<file path="config.mk">
export PLATFORM = sky130hd
export DESIGN_NAME = lja_ctrl
export DESIGN_NICKNAME = d
export VERILOG_FILES = /design/src/hw/rtl/lja_pkg.sv /design/src/hw/rtl/lja_ctrl.sv
export SDC_FILE = /design/constraint.sdc
export NUM_CORES = 1
export LEC_CHECK = 0
export BUFFER_PORTS_ARGS = -buffer_cell sky130_fd_sc_hd__clkbuf_2
export CORE_AREA = 4 4 41 43
export DETAILED_ROUTE_END_ITERATION = 7
export DIE_AREA = 0 0 45 47
export PLACE_DENSITY = 0.64
export SKIP_LAST_GASP = 1
export SYNTH_ARGS = -nofsm -noshare
export SYNTH_HDL_FRONTEND = slang
export SYNTH_SLANG_ARGS = --single-unit
</file>
<file path="constraint.sdc">
create_clock -name clk -period 1.1 [get_ports clk]
set_input_delay 0.11 -clock clk [delete_from_list [all_inputs] [get_ports clk]]
set_output_delay 0.11 -clock clk [all_outputs]
set_load 0.01 [all_outputs]
</file>
<file path="src/hw/rtl/lja_pkg.sv">
// ----------------------------------------------------------------------------
// lja_pkg
// Shared types, constants and helpers for the leg joint angle to servo
// command core.
// ----------------------------------------------------------------------------
package lja_pkg;

    localparam int NUM_LANES = 3;

    localparam int LANE_COXA  = 0;
    localparam int LANE_FEMUR = 1;
    localparam int LANE_TIBIA = 2;

    // Angles after the quarter-pi offset and optional negation
    localparam int ANGLE_W = 17;
    localparam int TRIM_W  = 10;
    localparam int POS_W   = 16;
    localparam int SPEED_W = 8;
    localparam int CFG_W   = 16;
    localparam int LEG_W   = 3;

    // Q.12 angle times Q10.6 scale gives Q.18
    localparam int PROD_W     = 2 * ANGLE_W;
    localparam int FRAC_BITS  = 18;
    localparam int RMAG_W     = 14;
    localparam int SUM_W      = 19;
    localparam int REM_W      = 17;

    localparam logic signed [ANGLE_W-1:0] QUARTER_PI_Q12 = 17'sd3217;

    localparam int NEUTRAL_POSITION_DEF = 1500;
    localparam int REFRESH_RATE_DEF     = 50;

    localparam logic [LEG_W-1:0]  LEG_NUMBER_RST       = 3'd0;
    localparam logic [TRIM_W-1:0] TRIM_RST             = 10'd0;
    localparam logic [CFG_W-1:0]  SCALE_PER_RADIAN_RST = 16'd40743;
    localparam logic [CFG_W-1:0]  POSITION_FLOOR_RST   = 16'd500;
    localparam logic [CFG_W-1:0]  POSITION_CEIL_RST    = 16'd2500;
    localparam logic [CFG_W-1:0]  TRAVEL_TIME_RST      = 16'd0;

    typedef enum logic [2:0] {
        CFG_LEG_NUMBER       = 3'd0,
        CFG_COXA_TRIM        = 3'd1,
        CFG_FEMUR_TRIM       = 3'd2,
        CFG_TIBIA_TRIM       = 3'd3,
        CFG_SCALE_PER_RADIAN = 3'd4,
        CFG_POSITION_FLOOR   = 3'd5,
        CFG_POSITION_CEILING = 3'd6,
        CFG_TRAVEL_TIME      = 3'd7
    } cfg_idx_t;

    typedef enum logic [2:0] {
        ST_IDLE,
        ST_MUL,
        ST_POS,
        ST_DIV_INIT,
        ST_DIV,
        ST_DONE
    } ctrl_state_t;

    typedef struct packed {
        logic load;
        logic mul;
        logic pos;
        logic div_init;
        logic div_step;
    } lane_ctrl_t;

    typedef struct packed {
        logic signed [15:0] coxa_angle;
        logic signed [15:0] femur_angle;
        logic signed [15:0] tibia_angle;
    } angle_item_t;

    typedef struct packed {
        logic [POS_W-1:0]   coxa_position;
        logic [POS_W-1:0]   femur_position;
        logic [POS_W-1:0]   tibia_position;
        logic [SPEED_W-1:0] coxa_speed;
        logic [SPEED_W-1:0] femur_speed;
        logic [SPEED_W-1:0] tibia_speed;
    } command_t;

    // Dividend width of the speed divide: 2*d*rate + travel_time
    function automatic int num_width(input int rate);
        return 16 + $clog2(2 * rate + 2);
    endfunction

endpackage

</file>
<file path="src/hw/rtl/lja_ctrl.sv">
// ----------------------------------------------------------------------------
// lja_ctrl
// Sequencer shared by all lanes: multiply, clamp, then the serial divide.
// ----------------------------------------------------------------------------
module lja_ctrl
    import lja_pkg::*;
#(
    parameter int REFRESH_RATE = REFRESH_RATE_DEF
)
(
    input  logic       clk,
    input  logic       rst_n,
    input  logic       angle_valid,
    input  logic       merge_free,
    output logic       angle_stall,
    output lane_ctrl_t lane_ctrl,
    output logic       merge_load
);

    localparam int NUM_W = num_width(REFRESH_RATE);
    localparam int CNT_W = $clog2(NUM_W);

    ctrl_state_t      state_reg, state_next;
    logic [CNT_W-1:0] cnt_reg, cnt_next;

    always_comb
    begin
        state_next = state_reg;
        cnt_next   = cnt_reg;
        unique case (state_reg)
            ST_IDLE:
            begin
                if (angle_valid)
                begin
                    state_next = ST_MUL;
                end
            end
            ST_MUL:
            begin
                state_next = ST_POS;
            end
            ST_POS:
            begin
                state_next = ST_DIV_INIT;
            end
            ST_DIV_INIT:
            begin
                state_next = ST_DIV;
                cnt_next   = '0;
            end
            ST_DIV:
            begin
                cnt_next = cnt_reg + CNT_W'(1);
                if (cnt_reg == CNT_W'(NUM_W - 1))
                begin
                    state_next = ST_DONE;
                end
            end
            ST_DONE:
            begin
                if (merge_free)
                begin
                    state_next = ST_IDLE;
                end
            end
            default:
            begin
                state_next = ST_IDLE;
            end
        endcase
    end

    always_comb
    begin
        angle_stall = 1'b1;
        lane_ctrl   = '0;
        merge_load  = 1'b0;
        unique case (state_reg)
            ST_IDLE:
            begin
                angle_stall    = 1'b0;
                lane_ctrl.load = angle_valid;
            end
            ST_MUL:
            begin
                lane_ctrl.mul = 1'b1;
            end
            ST_POS:
            begin
                lane_ctrl.pos = 1'b1;
            end
            ST_DIV_INIT:
            begin
                lane_ctrl.div_init = 1'b1;
            end
            ST_DIV:
            begin
                lane_ctrl.div_step = 1'b1;
            end
            ST_DONE:
            begin
                merge_load = merge_free;
            end
            default:
            begin
                angle_stall = 1'b1;
            end
        endcase
    end

    always_ff @(posedge clk or negedge rst_n)
    begin
        if (!rst_n)
        begin
            state_reg <= ST_IDLE;
            cnt_reg   <= '0;
        end
        else
        begin
            state_reg <= state_next;
            cnt_reg   <= cnt_next;
        end
    end

endmodule

</file>
; After elaboration in Yosys (flattened, before gate mapping)
; Index checks and enable logic that the tools add are counted.
; Widths: inputs -> output; s select.
[classes]
n_addsub = 1
eq_ne = 9
n_mux = 12
n_reduce_logical = 3
[op_table]
columns = op, count
row1 = $pmux 3 s6, 1
row2 = $pmux 5 s2, 1
row3 = $mux 3, 3
row4 = $mux 1, 7
row5 = $eq 3x2->1 const B, 2
row6 = $eq 3x3->1 const B, 2
row7 = $ne 2x2->1 const B, 3
row8 = $add 5x1->5 const B, 1
row9 = $eq 5x5->1 const B, 1
row10 = $eq 3x1->1 const B, 1
row11 = $logic_not 3->1, 1
row12 = $reduce_and 3->1, 1
row13 = $reduce_bool 2->1, 1
[word_totals]
regBits = 8
elab_cells = 27
out_inout_bits = 7
input_bits = 4

; Longest topological paths before layout
[depth]
ltp_word = 3
mapped_depth = 4
depth_no_buf = 4

; Worst setup path after synthesis
; No wires, ideal clock.
[synth_timing]
kind = reg2out
startpoint = reg state_reg[0]
endpoint = out lane_ctrl[4] (netlist name)
t_required_ns = 0.990
arrival_time_ns = 1.114
setup_slack_ns = -0.124
stages_incl_launch_ff = 3
n_path_buf = 0
cell_sequence = dfrtp_1 > or3_2 > nor2_1
[synth_lines]
columns = element, line
row1 = start: declaration, lja_ctrl.sv:23  ; ctrl_state_t state_reg, state_next;
row2 = start signal: assignment, lja_ctrl.sv:120  ; state_reg <= state_next;
row3 = end: declaration, lja_ctrl.sv:16  ; output lane_ctrl_t lane_ctrl,

==> impl_metrics.yaml <==
cts:
  clock-sinks: 8
  clockRootBuffer: "clkbuf_4"
  clk_latency_ps: 250
  clockBufferDepth: 2
  ctsHtreeMaxLevel: 1
  cts_tree: "yes"
  numCtsBuffers: 3
  clkTransAtPathRegs_ps: 50
worst_setup_path:
  path_max_fanout: 5
  arrival_ps: 1250
  start_kind: "register"
  worstSetupPathType: "reg -> out"
  cp-end-kind: "primary output"
  required_ps: 990
power_and_ir_drop:
  ir_worst_vdd_uv: 1480
  p_sw_frac: 0.361
  combPwrFrac: 0.607
  powerDensity_nw_per_um2: 2420
  clkPwrFrac: 0.120
  switchingPower_w: 0.000645
  p_seq_frac: 0.273
  p_total_w: 0.00179
  p_leak_nw: 0.380
  power.internal_w: 0.00114
layout:
  final_common_cell: "buf_6"
  layoutNonFillerInstCount: 88
  synthToLayoutAreaGrowth_pct: 61.5
  num_antenna_cells: 0
  largest_reg_flops: 5
  fillers: 107
  final_cell_mix: "9 x buf_6, 8 x dfrtp_1, 7 x buf_4"
  final_nets: 81
  final_layout_size_suffix_gt1_frac: 0.603
synth:
  ys_ff_latch: 8
  syn_avg_cell_area_um2: 9.74
  synthCells: 47
  yosys.area.top_type: "dfrtp_1"
  netlist_top_cells_area: "dfrtp_1 44%, ha_1 5.5%, mux2i_1 4.4%, nand3_1 4.4%, nand2_1 4.1%"
  syn_nets: 53
  yosysSeqAreaShare: 0.437
  synth_top_area_frac: 0.437
  ys.warnings.count: 0
  synth_cell_type_count: 24
  syn-cell-area_um2: 458
global_route:
  grt_pass1_wl_um: 1630
  grt_pass1_vias: 394
  antenna_found_initial: 0
  grt.total_usage: 0.108
  grt-ovfl-total: 0
  grt_max_degree: 9
sta:
  tightest_slew_ps: 199
  setup_viol: 13
  relSlewSlack: 0.867
  rsz0062_at_grt: "yes"
  finalClockSkew_ps: 1.76
  final.setup.tns_ps: -2150
  setup_slack_ps: -263
  hold_viol_final: 0
  period_minus_slack_ps: 1360
  finalMaxSlewViolations: 0
  fmax_mhz: 734
  finalCritPeriodShare: 1.24
route:
  vias: 405
  drtIter0Drc: 1
  wl_per_cell_um: 11.7
  via_per_inst: 4.60
  wl_um: 1030
  drcViolationCount: 0
  firstDrtPassIters: 2
  antenna_left: 0
floorplanning:
  die_w_um: 45
  placementRows: 13
  start_util: 0.352
  chipHeight_um: 47
  io_pins: 11
  die_area_um2: 2120
  core_area_um2: 1300
placed_design:
  placedCellCount: 78
  pre_cts_slack_ps: -131
  place_congestion: 0.737
  port_buffers: 10
  hpwl_um: 664
status:
  violations: "setup timing"
  status: "complete, but fails checks"
job:
  maxCapViolCount: 0
hold_path:
  min_path_type: "in -> reg"
==> kinds of logic after synthesis <==
group,after synthesis,synth area share
AO/OA/AOI/OAI,6,0.0874
adder cells (fa/ha/maj),2,0.0546
buffers and inverters,5,0.0574
flip-flops,8,0.437
multiplexers,2,0.0437
AND/OR/NAND/NOR,24,0.320
==> critical path, cell delays in order, from the launching register on <==
cell and delay (ps):
dfrtp_1 420, buf_6 140, buf_6 110, nor2_4 70, and2_4 140, buf_2 120
==> power groups by stage <==
stage               Clock (W)  Sequential, W  Combinational (W)
detailed placement          0       0.000480           0.000683
floorplan                   0       0.000483           0.000377
global placement            0       0.000475           0.000679
finish               0.000214       0.000488            0.00109
CTS                  0.000227       0.000481           0.000835
global route         0.000234       0.000499            0.00119
==> what timing repair did <==
action                                  in CTS  in global routing
pin swaps                                    5                  4
hold endpoints to repair                     8                  0
gates resized for setup                      9                 23
endpoints found under the setup margin      11                 13
setup buffers                                3                  3
hold buffers                                 1                  0
==> cell type report <==
type                            count  area, um2  share of cell area
Timing Repair Buffer               24        199               0.269
Sequential cell                     8        200               0.271
Tap cell                           15       18.8              0.0254
Clock buffer                        3       22.5              0.0305
Multi-Input combinational cell     34        284               0.384
Inverter                            4       15.0              0.0203
==> synthesized netlist by cell type <==
library cell / n
nand2b_1: 2
o211ai_1: 1
nand3_1: 4
and2_1: 1
o21ai_0: 2
and2b_2: 1
nand3b_1: 2
mux2i_1: 2
and4bb_2: 1
buf_6: 1
and3_2: 1
nand4b_1: 1
nand2_1: 5
or2_1: 1
inv_1: 4
or3b_1: 1
nor2b_1: 1
a31o_1: 1
ha_1: 2
o21ai_1: 1
a21oi_2: 1
dfrtp_1: 8
nor2_1: 2
or3_2: 1
==> worst paths after layout <==
kind,startpoint,endpoint,slack (ps),cells after the start
worst max-delay path,state_reg[0],lane_ctrl[2],-260,5
worst min-delay path,merge_free,state_reg[0],100,2
worst max register to register,state_reg[1],cnt_reg[2],-170,3
worst min register to register,cnt_reg[4],cnt_reg[4],500,1
max in group asynchronous,rst_n,state_reg[1],690,2
min in group asynchronous,rst_n,cnt_reg[0],240,2
==> metrics by stage <==
step                hold WS [ps]  utilization  instance area (um2)
finish                       104        0.568                  739
global route                 108        0.568                  739
CTS                         95.3        0.502                  653
detailed placement         -36.8        0.438                  571
global placement           -33.2        0.438                  571
floorplan                   -186            -                  460
==> metal layers <==
layer / GRT usage / routed length [um] / vias up
met5: 0 / 0 / -
met2: 0.172 / 520 / 3
met4: 0.0702 / 0 / 0
met1: 0.138 / 484 / 189
li1: - / - / 213
met3: 0.0115 / 21 / 0
No activity file was read; power rests on OpenSTA's default activity.
