[src/hw/rtl/lja_pkg.sv]
// ----------------------------------------------------------------------------
// lja_pkg
// Shared types, constants and helpers for the leg joint angle to servo
// command core.
// ----------------------------------------------------------------------------
package lja_pkg;

    localparam int NUM_LANES = 3;

    localparam int LANE_COXA  = 0;
    localparam int LANE_FEMUR = 1;
    localparam int LANE_TIBIA = 2;

    // Angles after the quarter-pi offset and optional negation
    localparam int ANGLE_W = 17;
    localparam int TRIM_W  = 10;
    localparam int POS_W   = 16;
    localparam int SPEED_W = 8;
    localparam int CFG_W   = 16;
    localparam int LEG_W   = 3;

    // Q.12 angle times Q10.6 scale gives Q.18
    localparam int PROD_W     = 2 * ANGLE_W;
    localparam int FRAC_BITS  = 18;
    localparam int RMAG_W     = 14;
    localparam int SUM_W      = 19;
    localparam int REM_W      = 17;

    localparam logic signed [ANGLE_W-1:0] QUARTER_PI_Q12 = 17'sd3217;

    localparam int NEUTRAL_POSITION_DEF = 1500;
    localparam int REFRESH_RATE_DEF     = 50;

    localparam logic [LEG_W-1:0]  LEG_NUMBER_RST       = 3'd0;
    localparam logic [TRIM_W-1:0] TRIM_RST             = 10'd0;
    localparam logic [CFG_W-1:0]  SCALE_PER_RADIAN_RST = 16'd40743;
    localparam logic [CFG_W-1:0]  POSITION_FLOOR_RST   = 16'd500;
    localparam logic [CFG_W-1:0]  POSITION_CEIL_RST    = 16'd2500;
    localparam logic [CFG_W-1:0]  TRAVEL_TIME_RST      = 16'd0;

    typedef enum logic [2:0] {
        CFG_LEG_NUMBER       = 3'd0,
        CFG_COXA_TRIM        = 3'd1,
        CFG_FEMUR_TRIM       = 3'd2,
        CFG_TIBIA_TRIM       = 3'd3,
        CFG_SCALE_PER_RADIAN = 3'd4,
        CFG_POSITION_FLOOR   = 3'd5,
        CFG_POSITION_CEILING = 3'd6,
        CFG_TRAVEL_TIME      = 3'd7
    } cfg_idx_t;

    typedef enum logic [2:0] {
        ST_IDLE,
        ST_MUL,
        ST_POS,
        ST_DIV_INIT,
        ST_DIV,
        ST_DONE
    } ctrl_state_t;

    typedef struct packed {
        logic load;
        logic mul;
        logic pos;
        logic div_init;
        logic div_step;
    } lane_ctrl_t;

    typedef struct packed {
        logic signed [15:0] coxa_angle;
        logic signed [15:0] femur_angle;
        logic signed [15:0] tibia_angle;
    } angle_item_t;

    typedef struct packed {
        logic [POS_W-1:0]   coxa_position;
        logic [POS_W-1:0]   femur_position;
        logic [POS_W-1:0]   tibia_position;
        logic [SPEED_W-1:0] coxa_speed;
        logic [SPEED_W-1:0] femur_speed;
        logic [SPEED_W-1:0] tibia_speed;
    } command_t;

    // Dividend width of the speed divide: 2*d*rate + travel_time
    function automatic int num_width(input int rate);
        return 16 + $clog2(2 * rate + 2);
    endfunction

endpackage

[src/hw/rtl/lja_merge.sv]
// ----------------------------------------------------------------------------
// lja_merge
// Gathers the lane results into one command and holds it until transfer.
// ----------------------------------------------------------------------------
module lja_merge
    import lja_pkg::*;
(
    input  logic               clk,
    input  logic               rst_n,
    input  logic               load,
    input  logic [POS_W-1:0]   lane_pos [NUM_LANES],
    input  logic [SPEED_W-1:0] lane_speed [NUM_LANES],
    output logic               free,
    output logic               command_valid,
    input  logic               command_stall,
    output command_t           command_data
);

    logic     valid_reg, valid_next;
    command_t data_reg, data_next;

    // register can take a new command when empty or draining this cycle
    assign free = !valid_reg || !command_stall;

    always_comb
    begin
        valid_next = valid_reg && command_stall;
        data_next  = data_reg;
        if (load)
        begin
            valid_next                = 1'b1;
            data_next.coxa_position   = lane_pos[LANE_COXA];
            data_next.femur_position  = lane_pos[LANE_FEMUR];
            data_next.tibia_position  = lane_pos[LANE_TIBIA];
            data_next.coxa_speed      = lane_speed[LANE_COXA];
            data_next.femur_speed     = lane_speed[LANE_FEMUR];
            data_next.tibia_speed     = lane_speed[LANE_TIBIA];
        end
    end

    always_ff @(posedge clk or negedge rst_n)
    begin
        if (!rst_n)
        begin
            valid_reg <= 1'b0;
        end
        else
        begin
            valid_reg <= valid_next;
        end
    end

    always_ff @(posedge clk)
    begin
        data_reg <= data_next;
    end

    assign command_valid = valid_reg;
    assign command_data  = data_reg;

endmodule
[config.mk]
export PLATFORM = sky130hd
export DESIGN_NAME = lja_merge
export DESIGN_NICKNAME = d
export VERILOG_FILES = /design/src/hw/rtl/lja_pkg.sv /design/src/hw/rtl/lja_merge.sv
export SDC_FILE = /design/constraint.sdc
export NUM_CORES = 1
export LEC_CHECK = 0
export BUFFER_PORTS_ARGS = -buffer_cell sky130_fd_sc_hd__buf_2
export CORE_MARGIN = 3
export CORE_UTILIZATION = 40
export CTS_CLUSTER_DIAMETER = 150
export CTS_CLUSTER_SIZE = 28
export DETAILED_ROUTE_END_ITERATION = 16
export HOLD_SLACK_MARGIN = 0.03
export PLACE_DENSITY_LB_ADDON = 0.2
export SYNTH_ARGS = -nofsm -noshare
export SYNTH_HDL_FRONTEND = slang
export SYNTH_SLANG_ARGS = --single-unit
[constraint.sdc]
create_clock -name clk -period 1 [get_ports clk]
set_clock_uncertainty 0.1 [all_clocks]
set_input_delay 0 -clock clk [delete_from_list [all_inputs] [get_ports clk]]
set_output_delay 0 -clock clk [all_outputs]
set_load 0.005 [all_outputs]
Word level (Yosys, flattened, before mapping)
Index checks and enable logic that the tools add are counted.
{"block": "word_totals", "reg_bits": 73, "latchBits": 0, "rom_bits": 0, "n_memories": 0, "word_cells": 12, "out_inout_bits": 74, "mem_bits_rw": 0, "inputBits": 76}
{"block": "op_classes", "n_mul": 0, "muxes": 1, "n_div": 0, "n_bitwise": 0, "n_reduce_logical": 4, "n_addsub": 0, "magnitude_cmp": 0, "eq_ne": 0, "shifts": 0}
{"operator": "1-bit zero test", "n": 2}
{"operator": "1-bit logical AND", "n": 1}
{"operator": "1-bit logical OR", "n": 1}
{"operator": "1-bit two-way mux", "n": 1}

Logic depth before layout (Yosys ltp)
Gate-level depths: netlist of run 1.
{"block": "depth", "word_depth": 2, "mapped_depth": 1}

Worst setup path after synthesis of run 1
Ideal clock, no wire load.
{"block": "synth_path", "path_type": "register to register", "start": "reg valid_reg (netlist: command_valid)", "end": "reg valid_reg (netlist: command_valid)", "setup_time_ns": 0.118, "slack_ns": 0.233, "required_ns": 0.782, "path_stages_with_launch": 2, "arrival_ns": 0.549, "cell_sequence": "dfrtp_1 -> a21o_1"}
{"block": "synth_via", "elab_chain_cells": 2}
{"element": "start: declaration", "line_no": "lja_merge.sv:19", "rtl": "logic valid_reg, valid_next;"}
{"element": "start signal: assignment", "line_no": "lja_merge.sv:49", "rtl": "valid_reg <= valid_next;"}
{"element": "1-bit logical AND", "line_no": "lja_merge.sv:27", "rtl": "valid_next = valid_reg && command_stall;"}
{"element": "1-bit two-way mux", "line_no": "lja_merge.sv:29", "rtl": "if (load)"}
{"element": "via valid_next", "line_no": "lja_merge.sv:19"}
The timed path passes the listed nets, and every way through them passes these cells.
A chain may end at the register's enable or synchronous reset.

Final worst setup path of run 1
{"block": "layout_path", "start": "reg valid_reg (netlist: command_valid)", "end": "out free"}
{"block": "layout_via", "elab_chain_cells": 2}
{"element": "1-bit zero test", "line_no": "lja_merge.sv:23", "rtl": "assign free = !valid_reg || !command_stall;"}
{"element": "1-bit logical OR", "line_no": "lja_merge.sv:23"}
{"element": "end: declaration", "line_no": "lja_merge.sv:13", "rtl": "output logic free,"}
Every way passes these cells.

==> impl_metrics.csv, run 1 <==
group,metric,value,unit
outcome,status,"finished with violations",
outcome,violations,"negative setup slack",
critical_path,crit_fanout,3,
timing,fin_crit,1040,ps
synth,postSynthCellCount,75,
cts,clkTransAtPathRegs,70,ps
global_route,grt_pass1_vias,1877,
cells_and_area,nNetsFinal,388,
timing,tns,-37.1,ps
drt,wirelength,6.10,mm
timing,finalSetupViolCount,1,
synth,synth_top_cells_by_area,"edfxtp_1 98%, dfrtp_1 1.1%, a21o_1 0.34%",
pwr,power_density,1570,nW/um^2
drt,route.vias.total,1688,
worst_hold_path,worstHoldStart,"load",
drt,m1WireLength,1.78,mm
drt,wire_per_inst,15.8,um
cts,cts_num_sinks,73,
critical_path,reg2regPathDepth,1,
synth,synthFlopType,"edfxtp_1",
synth,seq_area_frac_synth,99.5,%
cells_and_area,antenna_cells,0,
synth,yosysMostFrequentCell,"edfxtp_1",
timing,slew-limit-headroom,86.7,%
synth,synth_cell_types,4,
synth,yosys_warnings,0,
timing,fin_hold_ws,78.8,ps
floorplanning,fp-row-count,26,
critical_path,r2r_start,"command_valid$_DFF_PN0_",
synth,synth_top_cell_by_area,"edfxtp_1",
drt,dr_wl_met3,428,um
critical_path,crit_chain,"nand2_1 -> buf_2",
synth,synth_area,2200,um^2
cts,clock_latency,330,ps
global_route,grt_pass1_wl,8.85,mm
critical_path,crit_buf_inv,1,
cts,cts_setup_buffers,0,
critical_path,worst-endpoint-arrival,940,ps
pwr,ir_drop,1.12,mV
timing,finalCritPeriodShare,104,%
floorplanning,die_x,80.1,um
worst_hold_path,min_to,"command_data[4]$_DFFE_PP_",
critical_path,r2r_setup_slack,200,ps
pwr,p_leak,1.72,nW
timing,drv_slew,0,
drt,route.met2.wl,3.76,mm
synth,syn_nets,151,
critical_path,cp_top_family,"flip-flops",
critical_path,crit_slowest_cell,"dfrtp_1",
synth,ys_ff_latch,73,
drt,first_pass_iters,5,
placed_design,post-dp-hpwl,3.49,mm
floorplanning,design.core.area,5200,um^2
floorplanning,die_y,80.1,um
floorplanning,initial_core_util,42.2,%
timing,timing.fmax,0.964,GHz
critical_path,cp_data_required_time,900,ps
synth,synthDominantCellAreaShare,98.3,%
timing,worst_slack,-37.1,ps
critical_path,r2r_end,"command_valid$_DFF_PN0_",
global_route,grt-ovfl-total,0,
critical_path,crit_path_end_kind,"output pin",
floorplanning,ios,150,
global_route,grt_usage,19.6,%
drt,highest-signal-layer,"met4",
synth,synth_edf_count,72,
cts,htreeDepth,3,
worst_hold_path,hold_class,"in2reg",
synth,syn_avg_cell_area,29.3,um^2
global_route,antenna_found_initial,0,
timing,finalHoldViolCount,0,
synth,synth_common_cells,"72 x edfxtp_1, 1 x a21o_1, 1 x dfrtp_1, 1 x nand2_1",
placed_design,gp_congestion,0.694,
flow_run,cap_violations,0,
synth,async_reset_ff_share,1.37,%
worst_hold_path,hold_depth,2,
timing,tightest_slew,199,ps
cts,root_buffer,"clkbuf_8",
drt,drt_iter0_drc,46,
critical_path,crit_path_max_incr_delay,410,ps
drt,remaining_drc_errors,0,
cells_and_area,areaGrowthSynthToFinish,80.9,%
cts,cts-buffers-inserted,9,
cells_and_area,drive_gt1_share,51.4,%
global_route,grt_max_degree,38,
critical_path,worst_setup_path_start_kind,"flip-flop",
placed_design,portBuffers,149,
floorplanning,dieArea,6420,um^2
cts,cts_tree,"built",
cts,clockBufferDepth,2,
drt,drtAntennaViolNets,0,
timing,grt_setup_unrepaired,"yes",
drt,routed_via_density,4.36,
critical_path,crit_type,"reg2out",
-- cell families (layout without fill, tap and decap cells) --
logic type	Yosys count	after routing	share of synthesized area, %
flops	73	73	99.5
compound gates	1	1	0.342
simple gates	1	1	0.171
buf+inv	0	242	0
-- layout make-up --
| cell class | instances | area (um^2) |
|---|---|---|
| well taps | 70 | 87.6 |
| flip-flops and latches | 73 | 2190 |
| clock inverters | 5 | 22.5 |
| multi-input cells | 2 | 11.3 |
| clock buffers | 11 | 131 |
| repair buffers | 226 | 1540 |
| fillers | 330 | 1230 |
-- metrics by stage --
stage | setup WS (ps) | utilization [%] | total power [W] | std cells | instance area, um^2
3_3_place_gp | 205 | 59.0 | 0.00423 | 296 | 3070
3_5_place_dp | 195 | 59.0 | 0.00425 | 296 | 3070
5_1_grt | -72.4 | 76.4 | 0.00650 | 387 | 3980
6_report | -37.1 | 76.4 | 0.00626 | 387 | 3980
2_1_floorplan | 233 | - | 0.00380 | 75 | 2200
4_1_cts | -3.68 | 76.4 | 0.00628 | 387 | 3980
-- cells in the final DEF, fill, tap and decap left out --
master / n
buf_12: 2
clkinv_1: 2
edfxtp_1: 72
clkbuf_8: 9
clkinv_2: 3
a21o_1: 1
dlygate4sd3_1: 75
clkbuf_1: 2
dfrtp_1: 1
nand2_1: 1
buf_2: 149
-- how the worst max path moves through the flow --
stage                            start                         end  slack, ps  cells past startpoint
2_1_floorplan  command_valid$_DFF_PN0_     command_valid$_DFF_PN0_        230                      1
3_5_place_dp                      load  command_data[51]$_DFFE_PP_        190                      2
5_1_grt        command_valid$_DFF_PN0_                        free        -70                      2
6_report       command_valid$_DFF_PN0_                        free        -40                      2
4_1_cts        command_valid$_DFF_PN0_                        free         -4                      2
3_3_place_gp                      load  command_data[29]$_DFFE_PP_        210                      2
-- state kept, by name (all words and copies together), names as in the netlist --
name	cells
command_data	72
command_valid	1
-- per-layer routing --
metal	global-route usage, %	vias up
met5	0	-
met4	9.80	0
met3	6.39	15
met2	39.2	84
met1	16.4	811
li1	-	778
-- power by group --
part	internal (W)	leakage, nW	switching (W)
clock network	0.000872	0.0819	0.000961
registers	0.00363	0.715	0.0000613
logic	0.000458	0.925	0.000280
-- what timing repair did --
| item | CTS | global route |
|---|---|---|
| hold buffers | 75 | 0 |
| gates resized for setup | 0 | 0 |
| cloned | 0 | 0 |
| endpoints found under the setup margin | 1 | 3 |
| hold endpoints to repair | 74 | 0 |
| pin swaps | 1 | 0 |
No activity file was read; power rests on OpenSTA's default activity.
==> inputs of run 2 (changes only) <==
==> constraint.sdc (replaced) <==
create_clock -name clk -period 1 [get_ports clk]
set_clock_uncertainty 0.1 [all_clocks]
set_input_delay 0.05 -clock clk [delete_from_list [all_inputs] [get_ports clk]]
set_output_delay 0.05 -clock clk [all_outputs]
set_load 0.005 [all_outputs]
==> impl_metrics.csv, run 2 (synthesis results as in run 1) <==
group,metric,value,unit
outcome,status,"finished with violations",
outcome,violations,"negative setup slack",
global_route,antenna_found_initial,0,
pwr,ir_drop,1.65,mV
floorplanning,fp-row-count,26,
drt,first_pass_iters,4,
critical_path,r2r_setup_slack,200,ps
critical_path,crit_slowest_cell,"dfrtp_1",
cts,cts_num_sinks,73,
floorplanning,dieArea,6420,um^2
drt,routed_via_density,4.28,
critical_path,crit_chain,"nand2_1 -> buf_2",
cells_and_area,areaGrowthSynthToFinish,83.8,%
floorplanning,die_y,80.1,um
worst_hold_path,hold_class,"in2reg",
critical_path,crit_buf_inv,1,
cells_and_area,final_common_cell,"buf_2",
critical_path,crit_path_end_kind,"output pin",
drt,remaining_drc_errors,0,
cts,clockBufferDepth,2,
timing,fin_crit,1060,ps
placed_design,dp_worst_setup_slack,148,ps
global_route,grt_pass1_wl,8.58,mm
critical_path,reg2regPathDepth,1,
drt,wire_per_inst,14.9,um
critical_path,crit_type,"reg2out",
drt,wirelength,5.75,mm
timing,slew-limit-headroom,86.9,%
floorplanning,die_x,80.1,um
timing,drv_slew,0,
critical_path,r2r_end,"command_valid$_DFF_PN0_",
placed_design,portBuffers,149,
cells_and_area,nNetsFinal,388,
global_route,grt_usage,18.5,%
drt,drt_iter0_drc,118,
pwr,p_leak,1.75,nW
timing,finalSetupViolCount,4,
timing,grt_setup_unrepaired,"yes",
timing,finalHoldViolCount,0,
drt,route.vias.total,1655,
cells_and_area,most-common-layout-cells,"149 x buf_2, 75 x dlygate4sd3_1, 72 x edfxtp_1, 13 x clkbuf_8, 2 x buf_12",
timing,worst_slack,-55.7,ps
floorplanning,ios,150,
drt,drtAntennaViolNets,0,
cts,clock_latency,320,ps
placed_design,dpl-instance-area,3070,um^2
cts,cts_tree,"built",
global_route,grt_pass1_vias,1791,
critical_path,cp_top_family,"flip-flops",
timing,fin_hold_ws,123,ps
pwr,total_power,0.00681,W
floorplanning,initial_core_util,42.2,%
timing,timing.fmax,0.947,GHz
cts,htreeDepth,3,
critical_path,crit_path_max_incr_delay,410,ps
cts,clkTransAtPathRegs,80,ps
critical_path,worst_setup_path_start_kind,"flip-flop",
floorplanning,design.core.area,5200,um^2
placed_design,post-dp-hpwl,3.52,mm
global_route,grt-ovfl-total,0,
critical_path,worst-endpoint-arrival,910,ps
global_route,grt_max_degree,38,
critical_path,crit_path_start,"command_valid$_DFF_PN0_",
cells_and_area,final_util,77.6,%
flow_run,cap_violations,0,
critical_path,cp.depth,2,
critical_path,cp_data_required_time,850,ps
placed_design,gp_congestion,0.682,
critical_path,r2r_start,"command_valid$_DFF_PN0_",
cells_and_area,largest_reg_flops,72,
cells_and_area,drive_gt1_share,52.4,%
cts,root_buffer,"clkbuf_8",
cells_and_area,design_area,4040,um^2
cells_and_area,antenna_cells,0,
critical_path,endpoint,"free",
timing,tightest_slew,197,ps
pwr,power_density,1690,nW/um^2
timing,finalCritPeriodShare,106,%
critical_path,crit_fanout,3,
cts,cts-buffers-inserted,9,
[run 2: where the power goes]
part	leakage [nW]	switching, W	internal, W
Sequential	0.715	0.0000602	0.00363
Combinational	0.925	0.000273	0.000458
Clock	0.113	0.000971	0.00142
[run 2: how the worst min path moves through the flow]
| stage | cells after the start | startpoint | endpoint |
|---|---|---|---|
| finish | 2 | load | command_data[4]$_DFFE_PP_ |
| global route | 2 | load | command_data[4]$_DFFE_PP_ |
| CTS | 2 | load | command_data[4]$_DFFE_PP_ |
| detailed placement | 1 | rst_n | command_valid$_DFF_PN0_ |
| global placement | 1 | rst_n | command_valid$_DFF_PN0_ |
| floorplan | 0 | rst_n | command_valid$_DFF_PN0_ |
[run 2: metrics by stage]
| stage | TNS [ps] | std cells |
|---|---|---|
| 2_1_floorplan | 0 | 75 |
| 3_3_place_gp | 0 | 296 |
| 3_5_place_dp | 0 | 296 |
| 4_1_cts | -182 | 387 |
| 5_1_grt | -1410 | 387 |
| 6_report | -94.3 | 387 |
[run 2: area by class of cell]
type / count / area [um^2]
clock buffer: 14 / 183
sequential: 73 / 2190
clock inverter: 2 / 35.0
multi-input combinational: 2 / 11.3
tap: 70 / 87.6
fill: 320 / 1160
timing repair buffer: 226 / 1540
[run 2: layer usage]
layer	vias up	share of wire (%)	global-route usage, %
met5	-	0	0
met4	0	1.5	8.28
met3	10	8.4	7.17
met2	82	58	34.4
met1	786	32	17.6
li1	777	-	-
[run 2: timing repair]
item / in CTS / in global routing
buffers inserted: 0 / 0
pin swaps: 1 / 0
gates cloned: 0 / 0
gates resized for setup: 0 / 0
hold buffers: 75 / 0
endpoints found under the setup margin: 16 / 61
endpoints found under the hold margin: 74 / 0
