<file path="src/hw/rtl/lja_pkg.sv">
// ----------------------------------------------------------------------------
// lja_pkg
// Shared types, constants and helpers for the leg joint angle to servo
// command core.
// ----------------------------------------------------------------------------
package lja_pkg;

    localparam int NUM_LANES = 3;

    localparam int LANE_COXA  = 0;
    localparam int LANE_FEMUR = 1;
    localparam int LANE_TIBIA = 2;

    // Angles after the quarter-pi offset and optional negation
    localparam int ANGLE_W = 17;
    localparam int TRIM_W  = 10;
    localparam int POS_W   = 16;
    localparam int SPEED_W = 8;
    localparam int CFG_W   = 16;
    localparam int LEG_W   = 3;

    // Q.12 angle times Q10.6 scale gives Q.18
    localparam int PROD_W     = 2 * ANGLE_W;
    localparam int FRAC_BITS  = 18;
    localparam int RMAG_W     = 14;
    localparam int SUM_W      = 19;
    localparam int REM_W      = 17;

    localparam logic signed [ANGLE_W-1:0] QUARTER_PI_Q12 = 17'sd3217;

    localparam int NEUTRAL_POSITION_DEF = 1500;
    localparam int REFRESH_RATE_DEF     = 50;

    localparam logic [LEG_W-1:0]  LEG_NUMBER_RST       = 3'd0;
    localparam logic [TRIM_W-1:0] TRIM_RST             = 10'd0;
    localparam logic [CFG_W-1:0]  SCALE_PER_RADIAN_RST = 16'd40743;
    localparam logic [CFG_W-1:0]  POSITION_FLOOR_RST   = 16'd500;
    localparam logic [CFG_W-1:0]  POSITION_CEIL_RST    = 16'd2500;
    localparam logic [CFG_W-1:0]  TRAVEL_TIME_RST      = 16'd0;

    typedef enum logic [2:0] {
        CFG_LEG_NUMBER       = 3'd0,
        CFG_COXA_TRIM        = 3'd1,
        CFG_FEMUR_TRIM       = 3'd2,
        CFG_TIBIA_TRIM       = 3'd3,
        CFG_SCALE_PER_RADIAN = 3'd4,
        CFG_POSITION_FLOOR   = 3'd5,
        CFG_POSITION_CEILING = 3'd6,
        CFG_TRAVEL_TIME      = 3'd7
    } cfg_idx_t;

    typedef enum logic [2:0] {
        ST_IDLE,
        ST_MUL,
        ST_POS,
        ST_DIV_INIT,
        ST_DIV,
        ST_DONE
    } ctrl_state_t;

    typedef struct packed {
        logic load;
        logic mul;
        logic pos;
        logic div_init;
        logic div_step;
    } lane_ctrl_t;

    typedef struct packed {
        logic signed [15:0] coxa_angle;
        logic signed [15:0] femur_angle;
        logic signed [15:0] tibia_angle;
    } angle_item_t;

    typedef struct packed {
        logic [POS_W-1:0]   coxa_position;
        logic [POS_W-1:0]   femur_position;
        logic [POS_W-1:0]   tibia_position;
        logic [SPEED_W-1:0] coxa_speed;
        logic [SPEED_W-1:0] femur_speed;
        logic [SPEED_W-1:0] tibia_speed;
    } command_t;

    // Dividend width of the speed divide: 2*d*rate + travel_time
    function automatic int num_width(input int rate);
        return 16 + $clog2(2 * rate + 2);
    endfunction

endpackage

</file>
<file path="src/hw/rtl/lja_lane.sv">
// ----------------------------------------------------------------------------
// lja_lane
// One joint: scale, round, offset and clamp the angle, then a bit-serial
// divide for the speed value. Keeps the joint's previous position.
// ----------------------------------------------------------------------------
module lja_lane
    import lja_pkg::*;
#(
    parameter int NEUTRAL_POSITION = NEUTRAL_POSITION_DEF,
    parameter int REFRESH_RATE     = REFRESH_RATE_DEF
)
(
    input  logic                      clk,
    input  logic                      rst_n,
    input  lane_ctrl_t                ctrl,
    input  logic signed [ANGLE_W-1:0] angle,
    input  logic signed [TRIM_W-1:0]  trim,
    input  logic [CFG_W-1:0]          scale,
    input  logic [CFG_W-1:0]          pos_floor,
    input  logic [CFG_W-1:0]          pos_ceil,
    input  logic [CFG_W-1:0]          travel_time,
    output logic [POS_W-1:0]          position,
    output logic [SPEED_W-1:0]        speed
);

    localparam int NUM_W = num_width(REFRESH_RATE);

    logic signed [ANGLE_W-1:0] angle_reg, angle_next;
    logic signed [PROD_W-1:0]  prod_reg, prod_next;
    logic [POS_W-1:0]          pos_reg, pos_next;
    logic [POS_W-1:0]          last_reg, last_next;
    logic [POS_W-1:0]          diff_reg, diff_next;
    logic [REM_W-1:0]          rem_reg, rem_next;
    logic [NUM_W-1:0]          quot_reg, quot_next;

    logic [PROD_W-1:0]         mag;
    logic [PROD_W-1:0]         rnd;
    logic [RMAG_W-1:0]         r_mag;
    logic signed [SUM_W-1:0]   r_s;
    logic signed [SUM_W-1:0]   neutral_s;
    logic signed [SUM_W-1:0]   sum;
    logic signed [SUM_W-1:0]   ceil_s;
    logic signed [SUM_W-1:0]   floor_s;
    logic signed [SUM_W-1:0]   hi_clamp;
    logic signed [SUM_W-1:0]   lo_clamp;
    logic [POS_W-1:0]          clamp_pos;
    logic [REM_W:0]            shifted;
    logic [REM_W:0]            den;
    logic                      q_bit;

    // rounding half away from zero on the Q.18 product
    always_comb
    begin
        mag       = prod_reg[PROD_W-1] ? PROD_W'(-prod_reg) : PROD_W'(prod_reg);
        rnd       = mag + (PROD_W'(1) << (FRAC_BITS - 1));
        r_mag     = rnd[FRAC_BITS+RMAG_W-1:FRAC_BITS];
        r_s       = prod_reg[PROD_W-1] ? -$signed(SUM_W'(r_mag)) : $signed(SUM_W'(r_mag));
        neutral_s = SUM_W'(NEUTRAL_POSITION);
        sum       = r_s + neutral_s + SUM_W'(trim);
        ceil_s    = $signed(SUM_W'(pos_ceil));
        floor_s   = $signed(SUM_W'(pos_floor));
        hi_clamp  = (sum > ceil_s) ? ceil_s : sum;
        lo_clamp  = (hi_clamp < floor_s) ? floor_s : hi_clamp;
        clamp_pos = lo_clamp[POS_W-1:0];
    end

    // restoring divide step, one quotient bit per cycle
    always_comb
    begin
        shifted = {rem_reg, quot_reg[NUM_W-1]};
        den     = {1'b0, travel_time, 1'b0};
        q_bit   = (shifted >= den);
    end

    always_comb
    begin
        angle_next = angle_reg;
        prod_next  = prod_reg;
        pos_next   = pos_reg;
        last_next  = last_reg;
        diff_next  = diff_reg;
        rem_next   = rem_reg;
        quot_next  = quot_reg;
        if (ctrl.load)
        begin
            angle_next = angle;
        end
        if (ctrl.mul)
        begin
            prod_next = angle_reg * $signed({1'b0, scale});
        end
        if (ctrl.pos)
        begin
            pos_next  = clamp_pos;
            last_next = clamp_pos;
            diff_next = (clamp_pos > last_reg) ? (clamp_pos - last_reg)
                                               : (last_reg - clamp_pos);
        end
        if (ctrl.div_init)
        begin
            rem_next  = '0;
            quot_next = NUM_W'(diff_reg) * NUM_W'(2 * REFRESH_RATE) + NUM_W'(travel_time);
        end
        if (ctrl.div_step)
        begin
            rem_next  = q_bit ? REM_W'(shifted - den) : shifted[REM_W-1:0];
            quot_next = {quot_reg[NUM_W-2:0], q_bit};
        end
    end

    always_ff @(posedge clk or negedge rst_n)
    begin
        if (!rst_n)
        begin
            last_reg <= POS_W'(NEUTRAL_POSITION);
        end
        else
        begin
            last_reg <= last_next;
        end
    end

    always_ff @(posedge clk)
    begin
        angle_reg <= angle_next;
        prod_reg  <= prod_next;
        pos_reg   <= pos_next;
        diff_reg  <= diff_next;
        rem_reg   <= rem_next;
        quot_reg  <= quot_next;
    end

    always_comb
    begin
        priority if (travel_time == '0)
        begin
            speed = '0;
        end
        else if (quot_reg == '0)
        begin
            speed = SPEED_W'(1);
        end
        else if (quot_reg > NUM_W'(255))
        begin
            speed = SPEED_W'(255);
        end
        else
        begin
            speed = quot_reg[SPEED_W-1:0];
        end
    end

    assign position = pos_reg;

endmodule

</file>
<file path="config.mk">
export PLATFORM = sky130hd
export DESIGN_NAME = lja_lane
export DESIGN_NICKNAME = d
export VERILOG_FILES = /design/src/hw/rtl/lja_pkg.sv /design/src/hw/rtl/lja_lane.sv
export SDC_FILE = /design/constraint.sdc
export NUM_CORES = 1
export LEC_CHECK = 0
export ABC_AREA = 1
export BUFFER_PORTS_ARGS = -buffer_cell sky130_fd_sc_hd__buf_2
export CAP_MARGIN = 20
export CORE_ASPECT_RATIO = 0.6
export CORE_MARGIN = 3
export CORE_UTILIZATION = 67
export DETAILED_ROUTE_END_ITERATION = 16
export GPL_ROUTABILITY_DRIVEN = 0
export HOLD_SLACK_MARGIN = 0.15
export PLACE_DENSITY_LB_ADDON = 0.05
export REMOVE_ABC_BUFFERS = 1
export SYNTH_ARGS = -nofsm -noshare
export SYNTH_HDL_FRONTEND = slang
export SYNTH_SLANG_ARGS = --single-unit
export TNS_END_PERCENT = 5
</file>
<file path="constraint.sdc">
create_clock -name clk -period 20.2 [get_ports clk]
set_input_delay 2.02 -clock clk [delete_from_list [all_inputs] [get_ports clk]]
set_output_delay 2.02 -clock clk [all_outputs]
set_load 0.02 [all_outputs]
</file>
; ---- Word level (Yosys, flattened, before mapping)
; Index checks and enable logic that the tools add are counted.
[word_totals]
ff_bits = 139
latch_bits = 0
ramBits = 0
romBits = 0
in_bits = 98
out_inout_bits = 24
word_cells = 39
memories = 0
[classes]
n_addsub = 9
mul = 2
n_div = 0
n_lt_le_gt_ge = 5
eq_ne = 0
shifts = 0
muxes = 13
bitwise_logic = 0
reduce_logical = 3
[ops]
columns = operator, n
row1 = two-way mux 17 bit, 3
row2 = two-way mux 23 bit, 2
row3 = two-way mux 19 bit, 2
row4 = multiplier 17 x 17 -> 34 bit, 1
row5 = adder 32 x 18 -> 32 bit (second input constant), 1
row6 = two-way mux 16 bit, 2
row7 = two-way mux 32 bit, 1
row8 = negator 32 bit, 1
row9 = subtractor 16 bit, 2
row10 = two-way mux 8 bit, 3
row11 = adder 23 x 16 -> 23 bit, 1
row12 = greater-than comparator 23 x 8 -> 1 bit (second input constant), 1
row13 = zero test 23 bit, 1
row14 = multiplier 16 x 5 -> 21 bit (second input constant), 1
row15 = adder 19 x 10 -> 19 bit, 1
row16 = adder 19 x 12 -> 19 bit (second input constant), 1
row17 = greater-than comparator 19 x 17 -> 1 bit, 1
row18 = less-than comparator 19 x 17 -> 1 bit, 1
row19 = negator 14 -> 19 bit, 1
row20 = greater-or-equal comparator 18 x 17 -> 1 bit, 1
row21 = subtractor 17 bit, 1
row22 = greater-than comparator 16 bit, 1
row23 = zero test 16 bit, 1
row24 = nonzero test 2 bit, 1

; ---- Longest topological paths before layout
; Gate-level depths: netlist of run 1.
[depth]
word_depth = 13
ltp_mapped = 72
ltp_nobuf = 70

; ---- Worst setup path before layout of run 1
; Ideal clock, no wire load.
[synth_timing]
path_type = input port to flip-flop
from = input trim[1]
to = register diff_reg[11], data pin
setup_time_ns = 0.266
arrival_ns = 9.379
t_required_ns = 19.934
path_slack_ns = 10.555
cell_stages = 45
path_buffers = 4
path_cell_list = ha_1 > ha_1 > inv_1 > fa_1 > o21ai_0 > nand2_1 > nand2_1 > a21boi_0 > o21ai_0 > xor2_1 > ha_1 > nand2_1 > or4_1 > nor3_1 > a41o_1 > nand3_1 > nand3_1 > inv_1 > [9 not listed] > nand2_4 > buf_6 > nand2_2 > nand2_1 > inv_2 > ha_1 > nand2_1 > inv_1 > nand3_1 > nor4_1 > nand2_1 > nand3_1 > and2_1 > clkbuf_1 > buf_1 > mux2i_1 > o221ai_1 > xor2_1
[synth_between]
elab_chain_cells = 7
word_cells_on_any_way = 9
cone_classes = add/sub: 3 / order compare: 3 / mux: 3
[synth_lines]
columns = element, line_no
row1 = from (decl), lja_lane.sv:17  ; input logic signed [TRIM_W-1:0] trim,
row2 = adder 19 x 10 -> 19 bit (*), lja_lane.sv:59  ; sum = r_s + neutral_s + SUM_W'(trim);
row3 = greater-than comparator 19 x 17 -> 1 bit, lja_lane.sv:62  ; hi_clamp = (sum > ceil_s) ? ceil_s : sum;
row4 = two-way mux 19 bit (*), lja_lane.sv:62
row5 = less-than comparator 19 x 17 -> 1 bit, lja_lane.sv:63  ; lo_clamp = (hi_clamp < floor_s) ? floor_s : hi_clamp;
row6 = two-way mux 16 bit (*), lja_lane.sv:63
row7 = net lo_clamp[10], lja_lane.sv:45  ; logic signed [SUM_W-1:0] lo_clamp;
row8 = "subtractor 16 bit, or another cell as far along", lja_lane.sv:97  ; : (last_reg - clamp_pos);
row9 = two-way mux 16 bit (*), lja_lane.sv:96  ; diff_next = (clamp_pos > last_reg) ? (clamp_pos - last_reg)
row10 = to (signal assigned), lja_lane.sv:128  ; diff_reg <= diff_next;
row11 = to (decl), lja_lane.sv:32  ; logic [POS_W-1:0] diff_reg, diff_next;
; The timed path passes the listed nets; every way through them passes the cells marked *.
; A chain may end at the register's enable or synchronous reset.

; ---- Worst setup path after layout of run 1
[layout_timing]
from = register prod_reg[15]
to = register diff_reg[14], data pin
[layout_between]
elab_chain_cells = 13
word_cells_on_any_way = 15
cone_classes = add/sub: 7 / order compare: 3 / mux: 5
[layout_lines]
columns = element, line_no
row1 = from (decl), lja_lane.sv:29  ; logic signed [PROD_W-1:0] prod_reg, prod_next;
row2 = from (signal assigned), lja_lane.sv:126  ; prod_reg <= prod_next;
row3 = negator 32 bit, lja_lane.sv:54  ; mag = prod_reg[PROD_W-1] ? PROD_W'(-prod_reg) : PROD_W'(prod_reg);
row4 = two-way mux 32 bit (*), lja_lane.sv:54
row5 = adder 32 x 18 -> 32 bit (*), lja_lane.sv:55  ; rnd = mag + (PROD_W'(1) << (FRAC_BITS - 1));
row6 = negator 14 -> 19 bit, lja_lane.sv:57  ; r_s = prod_reg[PROD_W-1] ? -$signed(SUM_W'(r_mag)) : $signed(SUM_W'(r_mag));
row7 = two-way mux 19 bit (*), lja_lane.sv:57
row8 = adder 19 x 12 -> 19 bit (*), lja_lane.sv:59
row9 = adder 19 x 10 -> 19 bit (*), lja_lane.sv:59
row10 = greater-than comparator 19 x 17 -> 1 bit, lja_lane.sv:62
row11 = two-way mux 19 bit (*), lja_lane.sv:62
row12 = less-than comparator 19 x 17 -> 1 bit, lja_lane.sv:63
row13 = two-way mux 16 bit (*), lja_lane.sv:63
row14 = net lo_clamp[11], lja_lane.sv:45
row15 = "subtractor 16 bit, or another cell as far along", lja_lane.sv:97
row16 = two-way mux 16 bit (*), lja_lane.sv:96
; Marked as above.

==> run metrics, run 1 <==
outcome=complete, no violations; Syn Area/Cell=about 7.9 sq um; later-pin clock latency in the skew report=~460 ps; number of synthesized flops with an enable pin=roughly 120; Max H-tree Level=4; Final nets=3673; WP data required=between 20000 and 25000 ps; Top Ports=roughly 120; final hold violations=0; # hold bufs at CTS=0; # DRC=0; Starting Density=0.6884; CTS buffer count=17; routed vias=around 19000; ys flop type=edfxtp_1; vias in the first global route=19090; Die Ht=151.1 um; CP Max Fanout=30; top-area cell type share of the netlist area=0.2512; cell accounting for the most synthesized area=fa_1; commonest non-fill, non-tap cell in the layout=inv_1; Area contributors post-synth=fa_1, edfxtp_1, ha_1; Seq/Total Area, Yosys=0.1732; postcts setup bufs=0; CTS root buf=clkbuf_16; Port Buffers=about 120; Netlist cell types=61; Ys Warns=0; Hold Crit Class=reg2reg; die area=between 0.03 and 0.04 sq mm; unrepaired setup endpoints after global routing=no; CP Data Arrival Time=approximately 12000 ps; most frequent cells in the layout=inv_1, nand2_1, fa_1; Setup-failing EPs final=0; hpwl dp=between 40 and 50 mm; GRT overflow=0; Initial DRC Count=1736; largest net degree at the start of global routing=53; headroom to the max-slew limit=0.2951; global-route wire length before repair=roughly 95 mm; Resized cells post-CTS=0; worst-margin pin slew=around 1100 ps; DR pass1 iterations=7; Max clock buf depth=2; CTS tree=built; drt total wl=about 58 mm; worst hold start=last_reg[2]$_DFFE_PN1P_; layout cells sized above 1=0.07669; Worst Skew=24.17 ps; fill count=approximately 2700; Mapped Area=0.02351 sq mm; setup_tns=0 ps; initial antenna violation count=3; Vias/cell=roughly 5.5; final period utilization=0.5954; max FFs per register=33; Rows=52; Die X=247.8 um; ys async rst share=0.1159; crit path from=prod_reg[15]$_DFFE_PP_; most used cell, CP=nand2_1; core area=about 0.034 sq mm; CTS sink cnt=roughly 140; Routed WL per cell=~17 um; Crit. End Element=flip-flop; Tmin final=about 12000 ps; Slowest cell on crit path=and2_1; Routed Antenna Nets=0; Worst-path clk slew=roughly 70 ps; Max stage delay on crit path=around 550 ps; #FFs+latches synth=138; FF-to-FF Start=prod_reg[15]$_DFFE_PP_; Final Slew Violations=0; max-capacitance violation count=0; Syn Inst Count=2961; FMAX=about 83 MHz; Setup CP Type=reg2reg; Tot GR Track Use=0.3218; synthesis-to-finish area growth=6.077%; type of origin of the critical path=flip-flop
[synthesized netlist by cell type (3+ instances only)]
master / instances
o221ai_1: 3
a211oi_1: 10
o31ai_1: 4
inv_1: 761
or2_2: 4
nor3_1: 18
inv_2: 11
o21bai_1: 7
xnor2_1: 43
nand3_1: 103
o21ai_1: 4
and2_1: 6
a21boi_0: 4
nor2_2: 11
xor2_1: 73
mux2i_1: 4
nor4_1: 11
nand2_2: 27
a21oi_1: 144
edfxtp_1: 122
a31oi_1: 6
nand3b_1: 8
clkbuf_1: 81
dfstp_2: 7
ha_1: 268
fa_1: 295
buf_2: 6
nand2_1: 629
nand2_4: 6
nand4_1: 18
nand3_2: 4
dfrtp_1: 9
o21ai_0: 108
nor2_1: 111
[worst paths after layout]
path                                            endpoint  slack [ps]  cells past startpoint
worst max register to register    diff_reg[14]$_DFFE_PP_        8170                     56
max in group asynchronous        last_reg[3]$_DFFE_PN1P_       18360                      1
min in group asynchronous       last_reg[11]$_DFFE_PN0P_        1500                      1
worst min-delay path             last_reg[2]$_DFFE_PN1P_         490                      2
worst max-delay path              diff_reg[14]$_DFFE_PP_        8170                     56
worst min register to register   last_reg[2]$_DFFE_PN1P_         490                      2
[cells by family after synthesis]
logic type / Yosys count / synth area share
mux: 4 / 0.001703
fa+ha+maj: 563 / 0.3938
xor+xnor: 118 / 0.04459
buf+inv: 864 / 0.1389
compound gates: 311 / 0.07264
flops: 138 / 0.1732
simple gates: 963 / 0.1752
[stage by stage]
stage | std cells | utilization | cell area [sq um] | worst slack [ps] | hold slack (ps)
after floorplan | 2870 | - | 23150 | 10290 | 449.1
after global placement | 3452 | 0.7127 | 24340 | 9200 | 467.5
after detailed placement | 3452 | 0.7127 | 24340 | 8653 | 474.1
after CTS | 3484 | 0.7300 | 24940 | 8466 | 486.2
after global routing | 3486 | 0.7302 | 24940 | 7084 | 505.5
final | 3486 | 0.7302 | 24940 | 8173 | 485.6
[layer usage]
metal	routed length, um	track usage	vias to the layer above
li1	-	-	9137
met5	0	0	-
met4	1202	0.07488	0
met2	24600	0.4725	876
met1	26170	0.4863	9139
met3	6027	0.07254	100
[layout make-up]
cell class,instances,area [sq um],share of cell area
repair buffers,123,620.6,0.02488
well taps,459,574.3,0.02303
multi-input cells,1959,16170,0.6485
clock buffers,17,425.4,0.01706
clock inverters,15,167.7,0.006722
inverters,773,2902,0.1163
diodes,2,5.005,0.0002007
flip-flops and latches,138,4073,0.1633
[critical path, delay by kind of cell (launching register included)]
family | cells | cell delay [ps]
compound gates | 11 | 2930
xor+xnor | 4 | 740
fa+ha+maj | 6 | 1940
buf+inv | 6 | 660
flops | 1 | 420
simple gates | 29 | 5050
Power of run 1 is left out: the tool's default activity adds up to more than one toggle a clock period on the data nets, which glitch-free logic cannot reach.
==> run 2: changes to the inputs <==
- ABC_AREA: 1 -> 0
- CORE_UTILIZATION: 67 -> 65
- clock period: 20.2 -> 12.4 ns (I/O delays scaled with it)
==> run 2 against run 1 <==
Synthesized cell count down 11%. Critical path depth down 2. Via count down 1.4%. Global-route usage down 0.46 points. Register-to-register slack worse by 7800 ps. Utilization down 0.18 points. Wire length up 2.2%. Non-clock buffer count up 49. Highest routed layer unchanged.
==> run metrics, run 2 <==
Die Ht=154.1 um (was 151.1 um); global routing usage on met2=0.4745 (was 0.4725); CP Data Arrival Time=12220 ps (was 12190 ps); number of synthesized flops with an enable pin=122 (unchanged); CTS root buf=clkbuf_16 (unchanged); worst-margin pin slew=958.1 ps (was 1057 ps); Worst-path clk slew=70 ps (about the same); #FFs+latches synth=138 (unchanged); final period utilization=0.9707 (was 0.5954); post-route insts no fill=3222 (was 3486); Netlist cell types=84 (was 61); Worst Reg-to-Reg Cells=54 (was 56); Max clock buf depth=2 (unchanged); Port Buffers=121 (unchanged); routed vias=18970 (was 19250); Routed WL per cell=18.41 um (was 16.64 um); Setup WS post-layout=363.2 ps (was 8173 ps); most frequent cell after synthesis=inv_1 (unchanged); Vias/cell=5.889 (was 5.523); ys async rst share=0.1159 (unchanged); type of origin of the critical path=flip-flop (unchanged); global-route wire length before repair=98.60 mm (was 94.85 mm); Tot GR Track Use=0.3172 (was 0.3218); Rows=53 (was 52); Max H-tree Level=4 (unchanged); final hold violations=0 (unchanged); commonest non-fill, non-tap cell in the layout=inv_1 (unchanged); max-capacitance violation count=0 (unchanged); CTS sink cnt=138 (unchanged); # hold bufs at CTS=0 (unchanged); Crit. End Element=flip-flop (unchanged); FMAX=83.08 MHz (was 83.15 MHz); outcome=complete, no violations (unchanged); vias in the first global route=19450 (was 19090); die area=0.03895 sq mm (was 0.03745 sq mm); Slowest cell on crit path=or4_1 (was and2_1); FF-to-FF Start=prod_reg[4]$_DFFE_PP_ (was prod_reg[15]$_DFFE_PP_); largest net degree at the start of global routing=76 (was 53); met3 usage=0.07608 (was 0.07254); DR pass1 iterations=6 (was 7); Post-Place Cells=3167 (was 3452); Top Ports=122 (unchanged); drt total wl=59.30 mm (was 58.00 mm); GRT overflow=0 (unchanged); Tmin final=12040 ps (was 12030 ps); # DRC=0 (unchanged); GRT busiest layer=met1 (unchanged); most used cell, CP=ha_1 (was nand2_1); Starting Density=0.6683 (was 0.6884); met1 Track Usage GR=0.4768 (was 0.4863); cell accounting for the most synthesized area=fa_1 (unchanged); Syn Area/Cell=9.004 sq um (was 7.941 sq um); hpwl dp=48.39 mm (was 48.18 mm); crit path from=prod_reg[4]$_DFFE_PP_ (was prod_reg[15]$_DFFE_PP_); Worst Skew=11.71 ps (was 24.17 ps); Initial DRC Count=1721 (was 1736); core area=0.03554 sq mm (was 0.03416 sq mm); Post-Place Worst Slack=-613.6 ps (was 8653 ps); commonest cells in the netlist=inv_1, fa_1, nand2_1 (was inv_1, nand2_1, fa_1); Max stage delay on crit path=630 ps (was 550 ps); worst hold start=last_reg[8]$_DFFE_PN1P_ (was last_reg[2]$_DFFE_PN1P_); synthesis-to-finish area growth=8.992% (was 6.077%); Die X=252.8 um (was 247.8 um); Setup-failing EPs final=0 (unchanged); layout cells sized above 1=0.1112 (was 0.07669); Area contributors post-synth=fa_1, edfxtp_1, ha_1 (unchanged); initial antenna violation count=3 (unchanged); later-pin clock latency in the skew report=450 ps (was 460 ps); CP Max Fanout=19 (was 30); Final Slew Violations=0 (unchanged); Mapped Area=0.02375 sq mm (was 0.02351 sq mm); most frequent cells in the layout=inv_1, fa_1, nand2_1 (was inv_1, nand2_1, fa_1); ys flop type=edfxtp_1 (unchanged); Ys Warns=0 (unchanged); WP data required=12590 ps (was 20360 ps); headroom to the max-slew limit=0.3613 (was 0.2951); setup_tns=0 ps (unchanged); max FFs per register=33 (unchanged); Seq/Total Area, Yosys=0.1715 (was 0.1732); Hold Crit Class=reg2reg (unchanged); Syn Inst Count=2638 (was 2961); CTS tree=built (unchanged); top-area cell type share of the netlist area=0.2486 (was 0.2512); CTS buffer count=17 (unchanged); Routed Antenna Nets=0 (unchanged); worst hold path stage count=2 (unchanged); Final nets=3401 (was 3673); Setup CP Type=reg2reg (unchanged)
==> run 2: logic make-up after synthesis <==
family | count (synthesis) | share of synthesized area
mux | 32 | 0.01391
flops | 138 | 0.1715
fa+ha+maj | 563 | 0.3898
compound gates | 438 | 0.1254
xor+xnor | 126 | 0.04709
simple gates | 732 | 0.1554
buf+inv | 609 | 0.09698
==> run 2: area by class of cell <==
| type | count | area, sq um |
|---|---|---|
| diodes | 2 | 5.005 |
| clock buffers | 17 | 425.4 |
| clock inverters | 15 | 178.9 |
| fillers | 2739 | 9656 |
| inverters | 520 | 1952 |
| multi-input cells | 1891 | 17650 |
| flip-flops and latches | 138 | 4073 |
| well taps | 467 | 584.3 |
| repair buffers | 172 | 1025 |
==> run 2: metrics by stage <==
step / area (sq um) / utilization / hold slack (ps)
floorplan: 23400 / - / 490.6
global placement: 24840 / 0.6989 / 501.5
detailed placement: 24840 / 0.6989 / 503.9
CTS: 25550 / 0.7187 / 513.2
global route: 25890 / 0.7284 / 543.8
finish: 25890 / 0.7284 / 518.6
==> run 2: worst max-delay path, delay by kind of cell (launching register included) <==
family	cells	cell delay, ps
simple gates	21	4870
compound gates	17	2970
fa+ha+maj	6	1790
buf+inv	4	780
xor+xnor	4	690
flops	1	420
mux	2	250
==> run 2: per-layer routing <==
layer / vias up / routed length [um]
li1: 8843 / -
met1: 9290 / 27460
met2: 767 / 25770
met3: 73 / 5335
met4: 0 / 735
met5: - / 0
==> run 2: final timing paths <==
| kind | endpoint | slack [ps] |
|---|---|---|
| hold reg to reg | last_reg[8]$_DFFE_PN1P_ | 520 |
| hold / removal | last_reg[8]$_DFFE_PN1P_ | 520 |
| setup / recovery | diff_reg[15]$_DFFE_PP_ | 360 |
| min in group asynchronous | last_reg[5]$_DFFE_PN0P_ | 730 |
| max in group asynchronous | last_reg[2]$_DFFE_PN1P_ | 11320 |
| setup reg to reg | diff_reg[15]$_DFFE_PP_ | 360 |
==> run 2: what timing repair did <==
action | 4_1_cts | 5_1_grt
pin swaps | 3 | 28
resized for setup | 14 | 44
endpoints found under the setup margin | 15 | 15
setup buffers | 3 | 18
gates cloned | 0 | 0
Power of run 2 is left out for the same reason.
==> run 3: changes to the inputs <==
- REMOVE_ABC_BUFFERS: 1 -> not set
==> run 3 against run 2 <==
Fmax shrank 1.0%. Utilization is 0.099 points higher. Non-clock buffer count increased by 3. Clock-buffer cell count is 1 higher. Critical endpoint unchanged. Setup slack lost 120 ps. Largest cell class unchanged. Cell area increased by 0.14%.
==> run metrics, run 3 (synthesized netlist as in run 2, its figures left out) <==
outcome=complete, no violations (unchanged); Routed Antenna Nets=0 (unchanged); hpwl dp=48.48 mm (was 48.39 mm); Max H-tree Level=4 (unchanged); Worst Skew=14.41 ps (was 11.71 ps); most frequent cells in the layout=inv_1, fa_1, nand2_1 (unchanged); Tot GR Track Use=0.3203 (was 0.3172); Fin Hold WS=565.8 ps (was 518.6 ps); Final Slew Violations=0 (unchanged); Max stage delay on crit path=450 ps (was 630 ps); worst-margin pin slew=1028 ps (was 958.1 ps); CP Max Fanout=18 (was 19); most used cell, CP=buf_4 (was ha_1); Hold Crit Class=reg2reg (unchanged); drt total wl=60.43 mm (was 59.30 mm); Routed WL per cell=18.72 um (was 18.41 um); # hold bufs at CTS=0 (unchanged); Rows=53 (unchanged); Setup-failing EPs final=0 (unchanged); CTS tree=built (unchanged); commonest non-fill, non-tap cell in the layout=inv_1 (unchanged); later-pin clock latency in the skew report=450 ps (about the same); final period utilization=0.9806 (was 0.9707); GRT overflow=0 (unchanged); vias in the first global route=19750 (was 19450); Setup CP Type=reg2reg (unchanged); Top Ports=122 (unchanged); die area=0.03895 sq mm (unchanged); routed vias=19280 (was 18970); CP Data Arrival Time=12360 ps (was 12220 ps); Layout Utilization=0.7293 (was 0.7284); Die Ht=154.1 um (unchanged); core area=0.03554 sq mm (unchanged); Starting Density=0.6683 (unchanged); Port Buffers=121 (unchanged); Slowest cell on crit path=or3_4 (was or4_1); setup_tns=0 ps (unchanged); global-route wire length before repair=99.25 mm (was 98.60 mm); # DRC=0 (unchanged); Worst-path clk slew=70 ps (about the same); final hold violations=0 (unchanged); Initial DRC Count=1826 (was 1721); largest net degree at the start of global routing=76 (unchanged); syn_nets=between 3000 and 4000; WP data required=12600 ps (was 12590 ps); synthesis-to-finish area growth=9.139% (was 8.992%); max FFs per register=33 (unchanged); Crit. End Element=flip-flop (unchanged); layout cells sized above 1=0.1139 (was 0.1112); Vias/cell=5.974 (was 5.889); FMAX=82.24 MHz (was 83.08 MHz); CTS buffer count=17 (unchanged); headroom to the max-slew limit=0.3058 (was 0.3613); CTS sink cnt=138 (unchanged); Tmin final=12160 ps (was 12040 ps); CTS root buf=clkbuf_16 (unchanged); Final nets=3405 (was 3401); Die X=252.8 um (unchanged); initial antenna violation count=3 (unchanged); Max clock buf depth=2 (unchanged); DR pass1 iterations=6 (unchanged); type of origin of the critical path=flip-flop (unchanged); max-capacitance violation count=0 (unchanged)
[run 3: cell count changes in the layout (fill, tap and decap cells not counted), sizes merged]
cell      before  now
a21oi         93   94
buf          172  175
bufinv         2    0
clkbuf        17   18
clkinvlp       0    2
diode          2    4
inv          529  528
[run 3: metal layers]
| metal | wire, um | up-vias | global-route usage |
|---|---|---|---|
| met5 | 0 | - | 0 |
| met3 | 6096 | 97 | 0.07895 |
| li1 | - | 8851 | - |
| met4 | 1106 | 0 | 0.07787 |
| met1 | 27050 | 9440 | 0.4742 |
| met2 | 26180 | 895 | 0.4755 |
[run 3: critical path: cells and delay by family, from the launching register on]
family	cells	cell delay, ps
xor gates and xnor gates	4	610
adders and majority gates	6	1790
muxes	2	400
and+or+nand+nor	15	3240
AOI/OAI and AO/OA	23	4410
DFF	1	390
buffers and inverters	6	1060
[run 3: through the flow]
step / instance area, sq um / worst slack [ps] / std cells
final: 25920 / 240.7 / 3228
after floorplan: 23750 / 118.4 / 2638
after global placement: 24880 / 7.801 / 3172
after global routing: 25920 / -151.6 / 3227
after detailed placement: 24880 / -650.8 / 3172
after CTS: 25520 / 3.174 / 3208
[run 3: final timing paths]
path                                        start                       end  slack (ps)  cells after the start
max                         prod_reg[7]$_DFFE_PP_    diff_reg[15]$_DFFE_PP_         240                     56
min                        quot_reg[19]$_DFFE_PP_    quot_reg[20]$_DFFE_PP_         570                      2
max reg2reg                 prod_reg[7]$_DFFE_PP_    diff_reg[15]$_DFFE_PP_         240                     56
min reg2reg                quot_reg[19]$_DFFE_PP_    quot_reg[20]$_DFFE_PP_         570                      2
max in group asynchronous                   rst_n   last_reg[3]$_DFFE_PN1P_       11320                      1
min in group asynchronous                   rst_n  last_reg[14]$_DFFE_PN0P_         730                      1
[run 3: final cells by class]
| cell class | count | area [sq um] |
|---|---|---|
| clock buffer | 18 | 429.2 |
| inverter | 520 | 1952 |
| sequential | 138 | 4073 |
| antenna | 4 | 10.01 |
| multi-input combinational | 1892 | 17710 |
| fill | 2687 | 9620 |
| tap | 467 | 584.3 |
| clock inverter | 14 | 131.4 |
| timing repair buffer | 175 | 1035 |
[run 3: timing repair]
item                       4_1_cts  5_1_grt
pin swaps                        1       20
setup endpoints to repair       15       15
gates cloned                     0        1
buffers inserted                 4       15
gates resized for setup         12       59
Power of run 3 is left out for the same reason.
